--- src/sv/multi_species_life_cell_update_macros.svh ---
// ----------------------------------------------------------------------------
// multi_species_life_cell_update assertion macros
// Concurrent check wrappers; define ASSERT_OFF to compile them out.
// ----------------------------------------------------------------------------
`ifndef MULTI_SPECIES_LIFE_CELL_UPDATE_MACROS_SVH
`define MULTI_SPECIES_LIFE_CELL_UPDATE_MACROS_SVH

`ifndef ASSERT_OFF

// same-cycle implication
`define MSLCU_ASSERT_NOW(label, clk, rst, ante, cons) \
   label: assert property (@(posedge clk) disable iff (rst) (ante) |-> (cons)) \
      else $error("multi_species_life_cell_update: check failed");

// next-cycle implication
`define MSLCU_ASSERT_NEXT(label, clk, rst, ante, cons) \
   label: assert property (@(posedge clk) disable iff (rst) (ante) |=> (cons)) \
      else $error("multi_species_life_cell_update: check failed");

`else

`define MSLCU_ASSERT_NOW(label, clk, rst, ante, cons)
`define MSLCU_ASSERT_NEXT(label, clk, rst, ante, cons)

`endif

`endif

--- src/sv/mslcu_pkg.sv ---
// ----------------------------------------------------------------------------
// mslcu_pkg
// Shared widths, hash constants and stage status type of the cell update.
// ----------------------------------------------------------------------------
`default_nettype none

package mslcu_pkg;

   localparam int CELL_W   = 4;    // cell / species code
   localparam int NBR_N    = 8;    // neighbours per cell
   localparam int CNT_W    = 4;    // per-species count, 0..8
   localparam int COORD_W  = 12;   // cell_x / cell_y field width
   localparam int SEED_W   = 32;
   localparam int HASH_W   = 32;
   localparam int REQ_W    = 96;   // 92 payload bits padded to bytes
   localparam int RSP_W    = 8;

   localparam int SPECIES_MAX_DEF = 10;
   localparam int COORD_BITS_DEF  = 12;

   localparam logic [CELL_W-1:0] SPECIES_RESET = 4'd10;

   localparam logic [HASH_W-1:0] HASH_X  = 32'd73856093;
   localparam logic [HASH_W-1:0] HASH_Y  = 32'd19349663;
   localparam logic [HASH_W-1:0] LCG_MUL = 32'd1103515245;
   localparam logic [HASH_W-1:0] LCG_ADD = 32'd12345;

   // centre-cell verdict carried down the pipe
   typedef struct packed {
      logic              alive;    // centre code non-zero
      logic              survive;  // valid species with 2 or 3 of its own
      logic [CELL_W-1:0] centre;
   } cell_stat_type;

endpackage

`default_nettype wire

--- src/sv/mslcu_count.sv ---
// ----------------------------------------------------------------------------
// mslcu_count
// Stage 1: per-species neighbour counts, survival test, birth candidates,
// coordinate hash products.
// ----------------------------------------------------------------------------
`default_nettype none

module mslcu_count
   import mslcu_pkg::*;
#(
   parameter int MAX_SPECIES = SPECIES_MAX_DEF,
   parameter int COORD_BITS  = COORD_BITS_DEF
) (
   input  logic                      clock,
   input  logic                      reset,
   input  logic                      up_valid,
   output logic                      up_ready,
   input  logic [CELL_W-1:0]         species_in_use,
   input  logic [CELL_W-1:0]         centre,
   input  logic [NBR_N*CELL_W-1:0]   nbrs,
   input  logic [COORD_W-1:0]        cell_x,
   input  logic [COORD_W-1:0]        cell_y,
   input  logic [SEED_W-1:0]         seed,
   output logic                      dn_valid,
   input  logic                      dn_ready,
   output cell_stat_type             dn_stat,
   output logic [MAX_SPECIES-1:0]    dn_mask,
   output logic [HASH_W-1:0]         dn_px,
   output logic [HASH_W-1:0]         dn_py,
   output logic [SEED_W-1:0]         dn_seed
);

   logic [CNT_W-1:0]       cnt [MAX_SPECIES];
   logic [COORD_W-1:0]     x_m, y_m;
   cell_stat_type          stat_in, stat_ff;
   logic [MAX_SPECIES-1:0] mask_in, mask_ff;
   logic [HASH_W-1:0]      px_in, py_in, px_ff, py_ff;
   logic [SEED_W-1:0]      seed_ff;
   logic                   valid_ff;

   always_comb begin
      stat_in.alive   = (centre != '0);
      stat_in.centre  = centre;
      stat_in.survive = 1'b0;
      for (int s = 0; s < MAX_SPECIES; s++) begin
         cnt[s] = '0;
         for (int n = 0; n < NBR_N; n++) begin
            if (nbrs[n*CELL_W +: CELL_W] == CELL_W'(s + 1)) begin
               cnt[s] = cnt[s] + CNT_W'(1);
            end
         end
         if (centre == CELL_W'(s + 1) &&
             (cnt[s] == CNT_W'(2) || cnt[s] == CNT_W'(3))) begin
            stat_in.survive = 1'b1;
         end
         mask_in[s] = (cnt[s] == CNT_W'(3)) && (CELL_W'(s + 1) <= species_in_use);
      end
   end

   // only the low COORD_BITS of each coordinate enter the hash
   always_comb begin
      for (int i = 0; i < COORD_W; i++) begin
         x_m[i] = (i < COORD_BITS) ? cell_x[i] : 1'b0;
         y_m[i] = (i < COORD_BITS) ? cell_y[i] : 1'b0;
      end
   end

   assign px_in = {{(HASH_W-COORD_W){1'b0}}, x_m} * HASH_X;
   assign py_in = {{(HASH_W-COORD_W){1'b0}}, y_m} * HASH_Y;

   assign up_ready = !valid_ff || dn_ready;

   always_ff @(posedge clock) begin
      if (reset) begin
         valid_ff <= 1'b0;
      end else if (up_ready) begin
         valid_ff <= up_valid;
      end
   end

   always_ff @(posedge clock) begin
      if (up_valid && up_ready) begin
         stat_ff <= stat_in;
         mask_ff <= mask_in;
         px_ff   <= px_in;
         py_ff   <= py_in;
         seed_ff <= seed;
      end
   end

   assign dn_valid = valid_ff;
   assign dn_stat  = stat_ff;
   assign dn_mask  = mask_ff;
   assign dn_px    = px_ff;
   assign dn_py    = py_ff;
   assign dn_seed  = seed_ff;

endmodule

`default_nettype wire

--- src/sv/mslcu_hash.sv ---
// ----------------------------------------------------------------------------
// mslcu_hash
// Stage 2: fold hash products with the seed, LCG multiply.
// ----------------------------------------------------------------------------
`default_nettype none

module mslcu_hash
   import mslcu_pkg::*;
#(
   parameter int MAX_SPECIES = SPECIES_MAX_DEF
) (
   input  logic                   clock,
   input  logic                   reset,
   input  logic                   up_valid,
   output logic                   up_ready,
   input  cell_stat_type          up_stat,
   input  logic [MAX_SPECIES-1:0] up_mask,
   input  logic [HASH_W-1:0]      up_px,
   input  logic [HASH_W-1:0]      up_py,
   input  logic [SEED_W-1:0]      up_seed,
   output logic                   dn_valid,
   input  logic                   dn_ready,
   output cell_stat_type          dn_stat,
   output logic [MAX_SPECIES-1:0] dn_mask,
   output logic [HASH_W-1:0]      dn_prod
);

   logic [HASH_W-1:0]      h_mix;
   logic [HASH_W-1:0]      prod_in, prod_ff;
   cell_stat_type          stat_ff;
   logic [MAX_SPECIES-1:0] mask_ff;
   logic                   valid_ff;

   assign h_mix   = up_px ^ up_py ^ up_seed;
   assign prod_in = LCG_MUL * h_mix;   // low 32 bits only

   assign up_ready = !valid_ff || dn_ready;

   always_ff @(posedge clock) begin
      if (reset) begin
         valid_ff <= 1'b0;
      end else if (up_ready) begin
         valid_ff <= up_valid;
      end
   end

   always_ff @(posedge clock) begin
      if (up_valid && up_ready) begin
         stat_ff <= up_stat;
         mask_ff <= up_mask;
         prod_ff <= prod_in;
      end
   end

   assign dn_valid = valid_ff;
   assign dn_stat  = stat_ff;
   assign dn_mask  = mask_ff;
   assign dn_prod  = prod_ff;

endmodule

`default_nettype wire

--- src/sv/mslcu_pick.sv ---
// ----------------------------------------------------------------------------
// mslcu_pick
// Stage 3: finish LCG, choose birth species, output register.
// ----------------------------------------------------------------------------
`default_nettype none

module mslcu_pick
   import mslcu_pkg::*;
#(
   parameter int MAX_SPECIES = SPECIES_MAX_DEF
) (
   input  logic                   clock,
   input  logic                   reset,
   input  logic                   up_valid,
   output logic                   up_ready,
   input  cell_stat_type          up_stat,
   input  logic [MAX_SPECIES-1:0] up_mask,
   input  logic [HASH_W-1:0]      up_prod,
   output logic                   dn_valid,
   input  logic                   dn_ready,
   output logic [CELL_W-1:0]      dn_next
);

   logic [HASH_W-1:0] h_fin;
   logic [CELL_W-1:0] lo_sp, hi_sp;
   logic [CELL_W-1:0] next_in, next_ff;
   logic              valid_ff;

   assign h_fin = up_prod + LCG_ADD;

   // Eight neighbours hold at most two species with three each, so the
   // candidate list is {lo} or {lo, hi}; h mod 2 is the low hash bit.
   always_comb begin
      lo_sp = '0;
      hi_sp = '0;
      for (int s = MAX_SPECIES - 1; s >= 0; s--) begin
         if (up_mask[s]) begin
            lo_sp = CELL_W'(s + 1);
         end
      end
      for (int s = 0; s < MAX_SPECIES; s++) begin
         if (up_mask[s]) begin
            hi_sp = CELL_W'(s + 1);
         end
      end
   end

   always_comb begin
      if (up_stat.alive) begin
         next_in = up_stat.survive ? up_stat.centre : '0;
      end else if (lo_sp != hi_sp && h_fin[0]) begin
         next_in = hi_sp;
      end else begin
         next_in = lo_sp;   // zero when no candidate
      end
   end

   assign up_ready = !valid_ff || dn_ready;

   always_ff @(posedge clock) begin
      if (reset) begin
         valid_ff <= 1'b0;
      end else if (up_ready) begin
         valid_ff <= up_valid;
      end
   end

   always_ff @(posedge clock) begin
      if (up_valid && up_ready) begin
         next_ff <= next_in;
      end
   end

   assign dn_valid = valid_ff;
   assign dn_next  = next_ff;

endmodule

`default_nettype wire

--- src/sv/multi_species_life_cell_update.sv ---
// ----------------------------------------------------------------------------
// multi_species_life_cell_update
// Next-state rule of a multi-species Life cell, three-stage pipeline.
// ----------------------------------------------------------------------------
//  channel  | ports                            | beat
//  ---------+----------------------------------+---------------------------
//  request  | req_tvalid/req_tready/req_tdata  | one cell + neighbours
//  response | rsp_tvalid/rsp_tready/rsp_tdata  | next state of that cell
//  control  | csr_wr_en/csr_wr_data            | species_in_use write
//
//  One beat in per clock unless stalled; stages: count, hash mix, pick.
//  Each stage holds one beat with its own valid bit; a stage accepts when
//  empty or when the stage below takes its beat, so bubbles close up and
//  a rsp_tready stall backs up without dropping or repeating a beat.
//  One beat per clock is sustained while rsp_tready holds high; the 32x32
//  LCG multiply in stage two sets the clock period.
//  reset (synchronous) empties the pipe and sets species_in_use to 10.
// ----------------------------------------------------------------------------
`default_nettype none
`include "multi_species_life_cell_update_macros.svh"

module multi_species_life_cell_update
   import mslcu_pkg::*;
#(
   parameter int MAX_SPECIES = SPECIES_MAX_DEF,
   parameter int COORD_BITS  = COORD_BITS_DEF
) (
   input  logic              clock,
   input  logic              reset,
   input  logic              req_tvalid,
   output logic              req_tready,
   // [3:0] centre_cell, [7:4] nbr_up_left, [11:8] nbr_up,
   // [15:12] nbr_up_right, [19:16] nbr_left, [23:20] nbr_right,
   // [27:24] nbr_down_left, [31:28] nbr_down, [35:32] nbr_down_right,
   // [47:36] cell_x, [59:48] cell_y, [91:60] frame_seed_value, rest zero
   input  logic [REQ_W-1:0]  req_tdata,
   output logic              rsp_tvalid,
   input  logic              rsp_tready,
   // [3:0] next_cell, rest zero
   output logic [RSP_W-1:0]  rsp_tdata,
   input  logic              csr_wr_en,
   input  logic [CELL_W-1:0] csr_wr_data
);

   // field offsets in req_tdata
   localparam int NBR_LSB  = CELL_W;
   localparam int X_LSB    = CELL_W + NBR_N*CELL_W;
   localparam int Y_LSB    = X_LSB + COORD_W;
   localparam int SEED_LSB = Y_LSB + COORD_W;

   logic [CELL_W-1:0] species_ff, species_in;

   // stage 1 -> 2
   logic                   s1_valid, s2_ready;
   cell_stat_type          s1_stat;
   logic [MAX_SPECIES-1:0] s1_mask;
   logic [HASH_W-1:0]      s1_px, s1_py;
   logic [SEED_W-1:0]      s1_seed;
   // stage 2 -> 3
   logic                   s2_valid, s3_ready;
   cell_stat_type          s2_stat;
   logic [MAX_SPECIES-1:0] s2_mask;
   logic [HASH_W-1:0]      s2_prod;
   logic [CELL_W-1:0]      next_cell;

   // species count register; the user must write it only while the pipe is idle, the block does not enforce this
   assign species_in = csr_wr_en ? csr_wr_data : species_ff;

   always_ff @(posedge clock) begin
      if (reset) begin
         species_ff <= SPECIES_RESET;
      end else begin
         species_ff <= species_in;
      end
   end

   // stage 1: neighbour counts, survive/birth flags, coordinate products
   mslcu_count #(
      .MAX_SPECIES (MAX_SPECIES),
      .COORD_BITS  (COORD_BITS)
   ) u_count (
      .clock          (clock),
      .reset          (reset),
      .up_valid       (req_tvalid),
      .up_ready       (req_tready),
      .species_in_use (species_ff),
      .centre         (req_tdata[CELL_W-1:0]),
      .nbrs           (req_tdata[NBR_LSB +: NBR_N*CELL_W]),
      .cell_x         (req_tdata[X_LSB +: COORD_W]),
      .cell_y         (req_tdata[Y_LSB +: COORD_W]),
      .seed           (req_tdata[SEED_LSB +: SEED_W]),
      .dn_valid       (s1_valid),
      .dn_ready       (s2_ready),
      .dn_stat        (s1_stat),
      .dn_mask        (s1_mask),
      .dn_px          (s1_px),
      .dn_py          (s1_py),
      .dn_seed        (s1_seed)
   );

   // stage 2: hash fold and LCG multiply
   mslcu_hash #(
      .MAX_SPECIES (MAX_SPECIES)
   ) u_hash (
      .clock    (clock),
      .reset    (reset),
      .up_valid (s1_valid),
      .up_ready (s2_ready),
      .up_stat  (s1_stat),
      .up_mask  (s1_mask),
      .up_px    (s1_px),
      .up_py    (s1_py),
      .up_seed  (s1_seed),
      .dn_valid (s2_valid),
      .dn_ready (s3_ready),
      .dn_stat  (s2_stat),
      .dn_mask  (s2_mask),
      .dn_prod  (s2_prod)
   );

   // stage 3: tie-break, final state; its register drives the response
   mslcu_pick #(
      .MAX_SPECIES (MAX_SPECIES)
   ) u_pick (
      .clock    (clock),
      .reset    (reset),
      .up_valid (s2_valid),
      .up_ready (s3_ready),
      .up_stat  (s2_stat),
      .up_mask  (s2_mask),
      .up_prod  (s2_prod),
      .dn_valid (rsp_tvalid),
      .dn_ready (rsp_tready),
      .dn_next  (next_cell)
   );

   assign rsp_tdata = {{(RSP_W-CELL_W){1'b0}}, next_cell};

   // ---- checks ----
   // at most two species can have three neighbours each
   `MSLCU_ASSERT_NOW(a_two_cand, clock, reset, s2_valid, $countones(s2_mask) <= 2)
   // a result never names a species beyond the configured maximum
   `MSLCU_ASSERT_NOW(a_next_range, clock, reset, rsp_tvalid,
      rsp_tdata[CELL_W-1:0] <= CELL_W'(MAX_SPECIES))
   // a full pipe with a stalled response takes no new beat
   `MSLCU_ASSERT_NOW(a_full_stall, clock, reset,
      s1_valid && s2_valid && rsp_tvalid && !rsp_tready, !req_tready)
   // the response register drains when taken and nothing arrives behind it
   `MSLCU_ASSERT_NEXT(a_drain, clock, reset,
      rsp_tvalid && rsp_tready && !s2_valid, !rsp_tvalid)

endmodule

`default_nettype wire

--- config.mk ---
export PLATFORM = sky130hd
export DESIGN_NAME = multi_species_life_cell_update
export DESIGN_NICKNAME = d
export VERILOG_FILES = /design/src/sv/mslcu_pkg.sv /design/src/sv/mslcu_count.sv /design/src/sv/mslcu_hash.sv /design/src/sv/mslcu_pick.sv /design/src/sv/multi_species_life_cell_update.sv
export VERILOG_INCLUDE_DIRS = /design/src /design/src/sv
export SDC_FILE = /design/constraint.sdc
export NUM_CORES = 1
export LEC_CHECK = 0
export BUFFER_PORTS_ARGS = -buffer_cell sky130_fd_sc_hd__buf_2
export CORE_ASPECT_RATIO = 1.1
export CORE_MARGIN = 10
export CORE_UTILIZATION = 49
export DETAILED_ROUTE_END_ITERATION = 12
export PLACE_DENSITY = 0.65
export SLEW_MARGIN = 20
export SYNTH_ARGS = -nofsm -noshare
export SYNTH_HDL_FRONTEND = slang
export SYNTH_HIERARCHICAL = 1
export SYNTH_SLANG_ARGS = --single-unit
--- constraint.sdc ---
create_clock -name clock -period 7.8 [get_ports clock]
set_input_delay 0 -clock clock [delete_from_list [all_inputs] [get_ports clock]]
set_output_delay 0 -clock clock [all_outputs]
set_load 0.05 [all_outputs]
==> impl_metrics.tcl, run 1 <==
set metrics [dict create \
    outcome "completed" \
    fin_skew_ns 0.00372 \
    wl_per_cell_um 14.8 \
    drc 0 \
    grt_pass1_wl_um 27800 \
    final_util_pct 54.7 \
    r2r_end "u_pick/dn_next[2]" \
    layout_common_cells "nand2_1, nor2_1, ha_1" \
    wl_um 16700 \
    syn_area_per_cell_um2 8.60 \
    die_w_um 139 \
    rows 47 \
    cts_htree_levels 2 \
    cts_tree "yes" \
    diodes 0 \
    vias 6174 \
    setup_viol 0 \
    powerDensity_nw_per_um2 98.7 \
    nNetsFinal 1105 \
    drv_slew 0 \
    clock_sinks 47 \
    syn_inst 882 \
    vias_per_cell 5.48 \
    p_leak_nw 3.66 \
    ioPinCount 115 \
    grt.total_usage_pct 15.5 \
    grt_pass1_vias 5756 \
    min_path_type "input pin to flop" \
    place_congestion 0.918 \
    yosys_warnings 6 \
    start_util_pct 50.2 \
    cts_buffers 5 \
    worstRegToRegCells 6 \
    drive_gt1_share_pct 14.6 \
    end_kind "flop" \
    ant_nets 0 \
    peakVddDrop_uv 87.3 \
    crit_path_start "req_tdata[4]" \
    arrival_ns 5.12 \
    worstMarginPinSlew_ns 0.962 \
    r2r-start "u_hash/dn_mask[5]" \
    grt_overflow_total 0 \
    maxCapViolCount 0 \
    clock_latency_ns 0.28 \
    root_buffer "clkbuf_16" \
    fillCellCount 1447 \
    syn_area_um2 7580 \
    fin_setup_tns_ns 0 \
    grt_max_degree 20 \
    port-buffer-count 53 \
    core_um2 15100 \
    endpoint "u_count/dn_stat[4]" \
    start_kind "input pin" \
    clk_pin_slew_ns 0.06 \
    r2r_setup_slack_ns 5.63 \
    period_needed_ns 4.98 \
    die_area_um2 20900 \
    worstPathRequired_ns 7.94 \
    grt_setup_unrepaired "no" \
    post_cts_resized 0 \
    syn_to_final_growth_pct 8.96 \
    cts_buffer_depth 2 \
    post-route-period-util_pct 63.9 \
    final_common_cell "nand2_1" \
    dp_hpwl_um 14100 \
    crit_fanout 5 \
    drtPass1Iterations 5 \
    hold_viol 0 \
    relSlewSlack_pct 35.0 \
    antenna_found_initial 0 \
    die_y_um 150 \
    drt_iter0_drc 306 \
    path_class "input pin to flop" \
    fmaxAchievable_ghz 0.201 \
]
==> where the power goes <==
group	switching (W)	internal [W]
logic	0.000164	0.000117
registers	0.0000101	0.000288
clock network	0.0000849	0.000151
==> cell type report <==
class / instances / area [um^2] / share of cell area (%)
multi-input cells: 734 / 5800 / 70.2
flip-flops and latches: 47 / 1340 / 16.2
repair buffers: 73 / 448 / 5.42
inverters: 69 / 259 / 3.13
well taps: 196 / 245 / 2.97
clock buffers: 5 / 125 / 1.51
clock inverters: 3 / 42.5 / 0.515
==> worst min-delay path by stage <==
stage               slack, ns     startpoint                  to  cells after the start
global route             0.04      csr_wr_en       species_ff[3]                      2
global placement         0.18  req_tdata[60]  u_count/dn_seed[0]                      1
floorplan                0.07          reset    u_count/dn_valid                      1
finish                   0.02      csr_wr_en       species_ff[3]                      2
detailed placement       0.18  req_tdata[60]  u_count/dn_seed[0]                      1
CTS                      0.02      csr_wr_en       species_ff[3]                      2
==> repair_timing <==
item                                    CTS  global route
hold buffers                             13             0
endpoints found under the hold margin    12             0
buffers inserted                          0             0
endpoints found under the setup margin    0             0
==> flip-flops by register name, summed over array words and instances (netlist names) <==
name / cells
u_count/dn_stat: 6
u_hash/dn_mask: 10
species_ff: 4
u_count/dn_py: 1
u_hash/dn_valid: 1
u_hash/dn_prod: 1
u_count/dn_mask: 10
u_count/dn_px: 1
u_pick/dn_valid: 1
u_count/dn_valid: 1
u_count/dn_seed: 1
u_pick/dn_next: 4
u_hash/dn_stat: 6
==> routing by layer <==
layer	track usage (%)	share of wire [%]	vias up
met5	0	0	-
met4	3.43	1.8	0
met3	1.45	3.0	20
met2	28.0	49	102
met1	19.6	46	2806
li1	-	-	3246
==> worst max-delay path, stage by stage <==
cell       delay [ns]
buf_2            0.12
nand2b_1         0.16
nor3_1           0.36
ha_1             0.33
xor2_1           0.30
ha_1             0.30
mux2_2           0.30
ha_1             0.31
mux2_2           0.27
ha_1             0.26
nand2b_1         0.09
o21ai_0          0.08
a21oi_1          0.31
ha_1             0.31
mux2_2           0.29
ha_1             0.28
nor2b_1          0.12
mux2_2           0.15
nand2_1          0.05
o2bb2ai_1        0.23
nor2_1           0.07
o31a_1           0.29
o211ai_2         0.13
==> per-stage QoR <==
stage	setup slack (ns)	hold WS, ns	cell area (um^2)	power, W	instances
after floorplan	3.27	0.0691	7590	0.000517	885
after global placement	2.64	0.177	7960	0.000573	1106
after detailed placement	2.60	0.179	7960	0.000578	1106
after CTS	2.87	0.0225	8260	0.000820	1127
after global routing	2.27	0.0424	8260	0.000865	1127
final	2.82	0.0213	8260	0.000815	1127
No activity file was read; power rests on OpenSTA's default activity.
==> run 2: changes to the inputs <==
==> constraint.sdc (replaced) <==
create_clock -name clock -period 4.97 [get_ports clock]
set_input_delay 0 -clock clock [delete_from_list [all_inputs] [get_ports clock]]
set_output_delay 0 -clock clock [all_outputs]
set_load 0.05 [all_outputs]
==> run 2 against run 1 <==
Net effect:
- via count increased by 2.6%
- worst setup slack got worse by 2.5 ns
- register-to-register slack got worse by 2.8 ns
- wire length increased by 4.9%
- core utilization increased by 2.0 points
- worst hold slack improved by 0.0014 ns
- power increased by 61%
- clock power increased by 58%
- critical path depth increased by 2
- die area unchanged
- largest power group is now combinational logic
==> impl_metrics.tcl, run 2 (synthesis results as in run 1) <==
set metrics [dict create \
    outcome "completed" \
    cp_common_cell "ha_1" \
    die_area_um2 20900 \
    drive_gt1_share_pct 18.8 \
    p_leak_nw 3.84 \
    path_class "input pin to flop" \
    start_util_pct 50.2 \
    die_y_um 150 \
    end_kind "flop" \
    ioPinCount 115 \
    clk_pin_slew_ns 0.06 \
    hold_viol 0 \
    min_path_type "input pin to flop" \
    relSlewSlack_pct 40.7 \
    grt.total_usage_pct 16.3 \
    die_w_um 139 \
    final_common_cell "nand2_1" \
    nNetsFinal 1139 \
    rows 47 \
    start_kind "input pin" \
    placed_cell_area_um2 8200 \
    post-route-period-util_pct 93.7 \
    vias_per_cell 5.46 \
    dp_hpwl_um 14500 \
    vias 6337 \
    fin_skew_ns 0.00693 \
    cts_tree "yes" \
    worstMarginPinSlew_ns 0.882 \
    path_buf_inv 3 \
    arrival_ns 4.68 \
    drc 0 \
    place_congestion 0.928 \
    slowest_delay_ns 0.39 \
    drtPass1Iterations 7 \
    grt_overflow_total 0 \
    clock_latency_ns 0.28 \
    cts_htree_levels 2 \
    fillCellCount 1387 \
    crit_family "adder cells" \
    drt_iter0_drc 383 \
    core_um2 15100 \
    ant_nets 0 \
    cp_slowest_cell "a211oi_1" \
    maxCapViolCount 0 \
    crit_fanout 5 \
    port-buffer-count 53 \
    wl_um 17500 \
    worstPathRequired_ns 4.99 \
    layout_common_cells "nand2_1, nor2_1, inv_1, ha_1, xnor2_1" \
    fin_setup_tns_ns 0 \
    grt_max_degree 20 \
    powerDensity_nw_per_um2 153 \
    grt_pass1_wl_um 28800 \
    cts_buffers 5 \
    drv_slew 0 \
    p_total_w 0.00131 \
    period_needed_ns 4.66 \
    syn_to_final_growth_pct 13.0 \
    setup_viol 0 \
    grt_pass1_vias 5947 \
    clock_sinks 47 \
    root_buffer "clkbuf_16" \
    diodes 0 \
    antenna_found_initial 0 \
    peakVddDrop_uv 132 \
    wl_per_cell_um 15.1 \
    fmaxAchievable_ghz 0.215 \
    hold_ws_ns 0.0227 \
    cts_buffer_depth 2 \
    final_cell_area_um2 8570 \
]
==> run 2: changes by cell type in the layout (fill, tap and decap cells not counted), moves of 2 or more <==
cell,before,now
buf_4,7,40
nor2b_2,0,2
nor2b_1,14,12
nor3_1,26,24
a21oi_1,26,23
nor3_2,0,2
a21oi_2,0,3
==> run 2: layout make-up <==
type | instances | area, um^2 | share of cell area (%)
Sequential cell | 47 | 1340 | 15.7
Multi-Input combinational cell | 734 | 5850 | 68.3
Clock buffer | 5 | 125 | 1.46
Timing Repair Buffer | 107 | 706 | 8.24
Tap cell | 196 | 245 | 2.86
Inverter | 69 | 259 | 3.02
Clock inverter | 3 | 42.5 | 0.497
==> run 2: worst paths after layout <==
| kind | startpoint | slack, ns | to | cells after the start |
|---|---|---|---|---|
| worst min register to register | u_count/dn_stat[3] | 0.42 | u_hash/dn_stat[3] | 0 |
| worst max-delay path | req_tdata[4] | 0.31 | u_count/dn_stat[4] | 25 |
| worst max register to register | u_hash/dn_mask[5] | 2.82 | u_pick/dn_next[2] | 6 |
| worst min-delay path | csr_wr_en | 0.02 | species_ff[3] | 2 |
==> run 2: routing by layer <==
metal	part of all wire, %	vias up	global-route usage [%]
met1	45	2886	20.1
met5	0	-	0
met2	49	100	29.5
li1	-	3322	-
met3	3.1	29	1.48
met4	2.4	0	4.54
==> run 2: per-stage QoR <==
stage                     utilization [%]  worst slack, ns  instances
after floorplan                         -            0.440        885
after global placement               54.3           0.0557       1138
after detailed placement             54.3          0.00529       1138
after CTS                            56.3            0.274       1159
after global routing                 56.7        -0.000698       1161
final                                56.7            0.314       1161
==> run 2: where the power goes <==
part / internal (W) / switching [W]
combinational: 0.000205 / 0.000268
sequential: 0.000452 / 0.0000156
clock: 0.000237 / 0.000137
total: 0.000894 / 0.000420
==> run 2: repair_timing <==
item | CTS | global route
setup buffers | 0 | 1
endpoints found under the hold margin | 11 | 1
hold buffers | 13 | 1
resized for setup | 0 | 12
setup endpoints to repair | 0 | 2
==> run 3: changes to the inputs <==
--- a/config.mk
+++ b/config.mk
@@ -11,6 +11,7 @@
 export CORE_MARGIN = 10
 export CORE_UTILIZATION = 49
 export DETAILED_ROUTE_END_ITERATION = 12
+export GPL_TIMING_DRIVEN = 0
 export PLACE_DENSITY = 0.65
 export SLEW_MARGIN = 20
 export SYNTH_ARGS = -nofsm -noshare
==> run 3 against run 2 <==
Net effect:
- worst setup slack gained 0.0057 ns
- global-route usage shrank 0.67 points
- clock power shrank 16%
- clock-buffer cell count grew 1
- wire length shrank 2.7%
- non-clock buffer count shrank 9
- register-to-register slack gained 0.08 ns
- largest cell class unchanged
- via count shrank 2.0%
- combinational power shrank 1%
- first-iteration DRC count shrank 30%
- sequential share of layout area grew 0.090 points
==> impl_metrics.tcl, run 3 (synthesis results as in run 1) <==
set metrics [dict create \
    syn_to_final_growth_pct 12.3 \
    path_buf_inv 2 \
    grt_pass1_wl_um 27700 \
    post-route-period-util_pct 93.6 \
    cp_slowest_cell "nor4b_4" \
    die_w_um 139 \
    crit_fanout 10 \
    grt_pass1_vias 5859 \
    outcome "completed" \
    grt_overflow_total 0 \
    dp_hpwl_um 14200 \
    hold_viol 0 \
    die_area_um2 20900 \
    vias_per_cell 5.38 \
    final_common_cell "nand2_1" \
    cts_buffer_depth 2 \
    arrival_ns 4.67 \
    rows 47 \
    relSlewSlack_pct 42.9 \
    seq_area_um2 1340 \
    wl_per_cell_um 14.8 \
    grt.total_usage_pct 15.6 \
    fin_setup_tns_ns 0 \
    powerDensity_nw_per_um2 146 \
    path_class "input pin to flop" \
    clk_pin_slew_ns 0.06 \
    port-buffer-count 47 \
    crit_path_cell_trace "buf_2 > buf_4 > nor4b_4 > mux2i_2 > ha_1 > mux2_2 > ha_1 > mux2_2 > ha_1 > nand2b_1 > o21ai_0 > a21oi_2 > ha_1 > mux2_2 > ha_1 > nor2b_1 > mux2_2 > nand2_1 > o2bb2ai_2 > nor2_1 > o31a_1 > o211ai_2" \
    setup_viol 0 \
    nNetsFinal 1130 \
    hold_ws_ns 0.0278 \
    cp_common_cell "ha_1" \
    antenna_found_initial 1 \
    cts_htree_levels 2 \
    clock_sinks 47 \
    drt_iter0_drc 269 \
    fmaxAchievable_ghz 0.215 \
    drtPass1Iterations 5 \
    drc 0 \
    cts_buffers 5 \
    cts_tree "yes" \
    layout_common_cells "nand2_1, ha_1, inv_1" \
    place_congestion 0.920 \
    ant_nets 0 \
    slowest_delay_ns 0.43 \
    wl_um 17000 \
    vias 6208 \
    period_needed_ns 4.65 \
    p_leak_nw 3.74 \
    peakVddDrop_uv 155 \
    maxCapViolCount 0 \
    die_y_um 150 \
    drive_gt1_share_pct 18.2 \
    grt_max_degree 20 \
    end_kind "flop" \
    min_path_type "input pin to flop" \
    ioPinCount 115 \
    root_buffer "clkbuf_16" \
    clock_latency_ns 0.28 \
    crit_family "multiplexers" \
    worstPathRequired_ns 4.99 \
    worstMarginPinSlew_ns 0.857 \
    start_kind "input pin" \
    drv_slew 0 \
    start_util_pct 50.2 \
    fillCellCount 1410 \
    core_um2 15100 \
    multiInputGateArea_um2 5930 \
    fin_skew_ns 0.00776 \
]
==> run 3: changes by cell type in the layout (fill, tap and decap cells not counted), moves of 3 or more <==
cell / previous run / this run
clkbuf_1: 0 / 12
buf_4: 40 / 9
buf_1: 0 / 4
a21oi_1: 23 / 20
buf_2: 53 / 57
buf_6: 0 / 3
a21oi_2: 3 / 6
==> run 3: final timing paths <==
check,end,depth (start not counted),start,slack [ns]
worst max-delay path,u_count/dn_stat[4],22,req_tdata[12],0.32
worst min-delay path,species_ff[1],2,csr_wr_en,0.03
worst max register to register,u_pick/dn_next[2],6,u_hash/dn_mask[6],2.90
worst min register to register,u_hash/dn_mask[0],0,u_count/dn_mask[0],0.41
==> run 3: final cells by class <==
type | count | share of cell area [%]
diodes | 1 | 0.0294
plain buffers | 35 | 2.26
clock buffers | 6 | 1.51
clock inverters | 2 | 0.162
inverters | 69 | 3.04
multi-input cells | 734 | 69.7
flip-flops and latches | 47 | 15.7
well taps | 196 | 2.88
repair buffers | 63 | 4.70
==> run 3: worst register-to-register path: stages, from the launching register on <==
cell and delay (ns):
edfxtp_1 0.46, nor4_2 0.49, o21ai_1 0.16, a221oi_2 0.33, o22ai_2 0.14, mux2i_1 0.17
o31ai_1 0.07
==> run 3: power by group <==
part	switching (W)	internal (W)
Sequential	0.0000145	0.000452
Clock	0.000128	0.000186
Combinational	0.000268	0.000198
Total	0.000411	0.000836
==> run 3: layer usage <==
metal	track usage, %	wire [um]	vias up
li1	-	-	3294
met1	19.6	7880	2820
met2	28.5	8420	84
met3	1.26	537	10
met4	3.16	208	0
met5	0	0	-
==> run 3: what timing repair did <==
item,4_1_cts,5_1_grt
gates resized for setup,0,30
buffers inserted,0,3
hold buffers,13,0
setup endpoints to repair,0,3
endpoints found under the hold margin,12,0
==> run 3: per-stage QoR <==
stage	std cells	instance area (um^2)	worst slack (ns)	utilization [%]	power, W
after global placement	1128	8070	-0.233	53.4	0.000909
after floorplan	885	7590	0.440	-	0.000812
after CTS	1149	8350	0.0268	55.3	0.00124
after global routing	1153	8520	-0.0138	56.4	0.00132
after detailed placement	1128	8080	-0.247	53.5	0.000916
final	1153	8520	0.319	56.4	0.00125
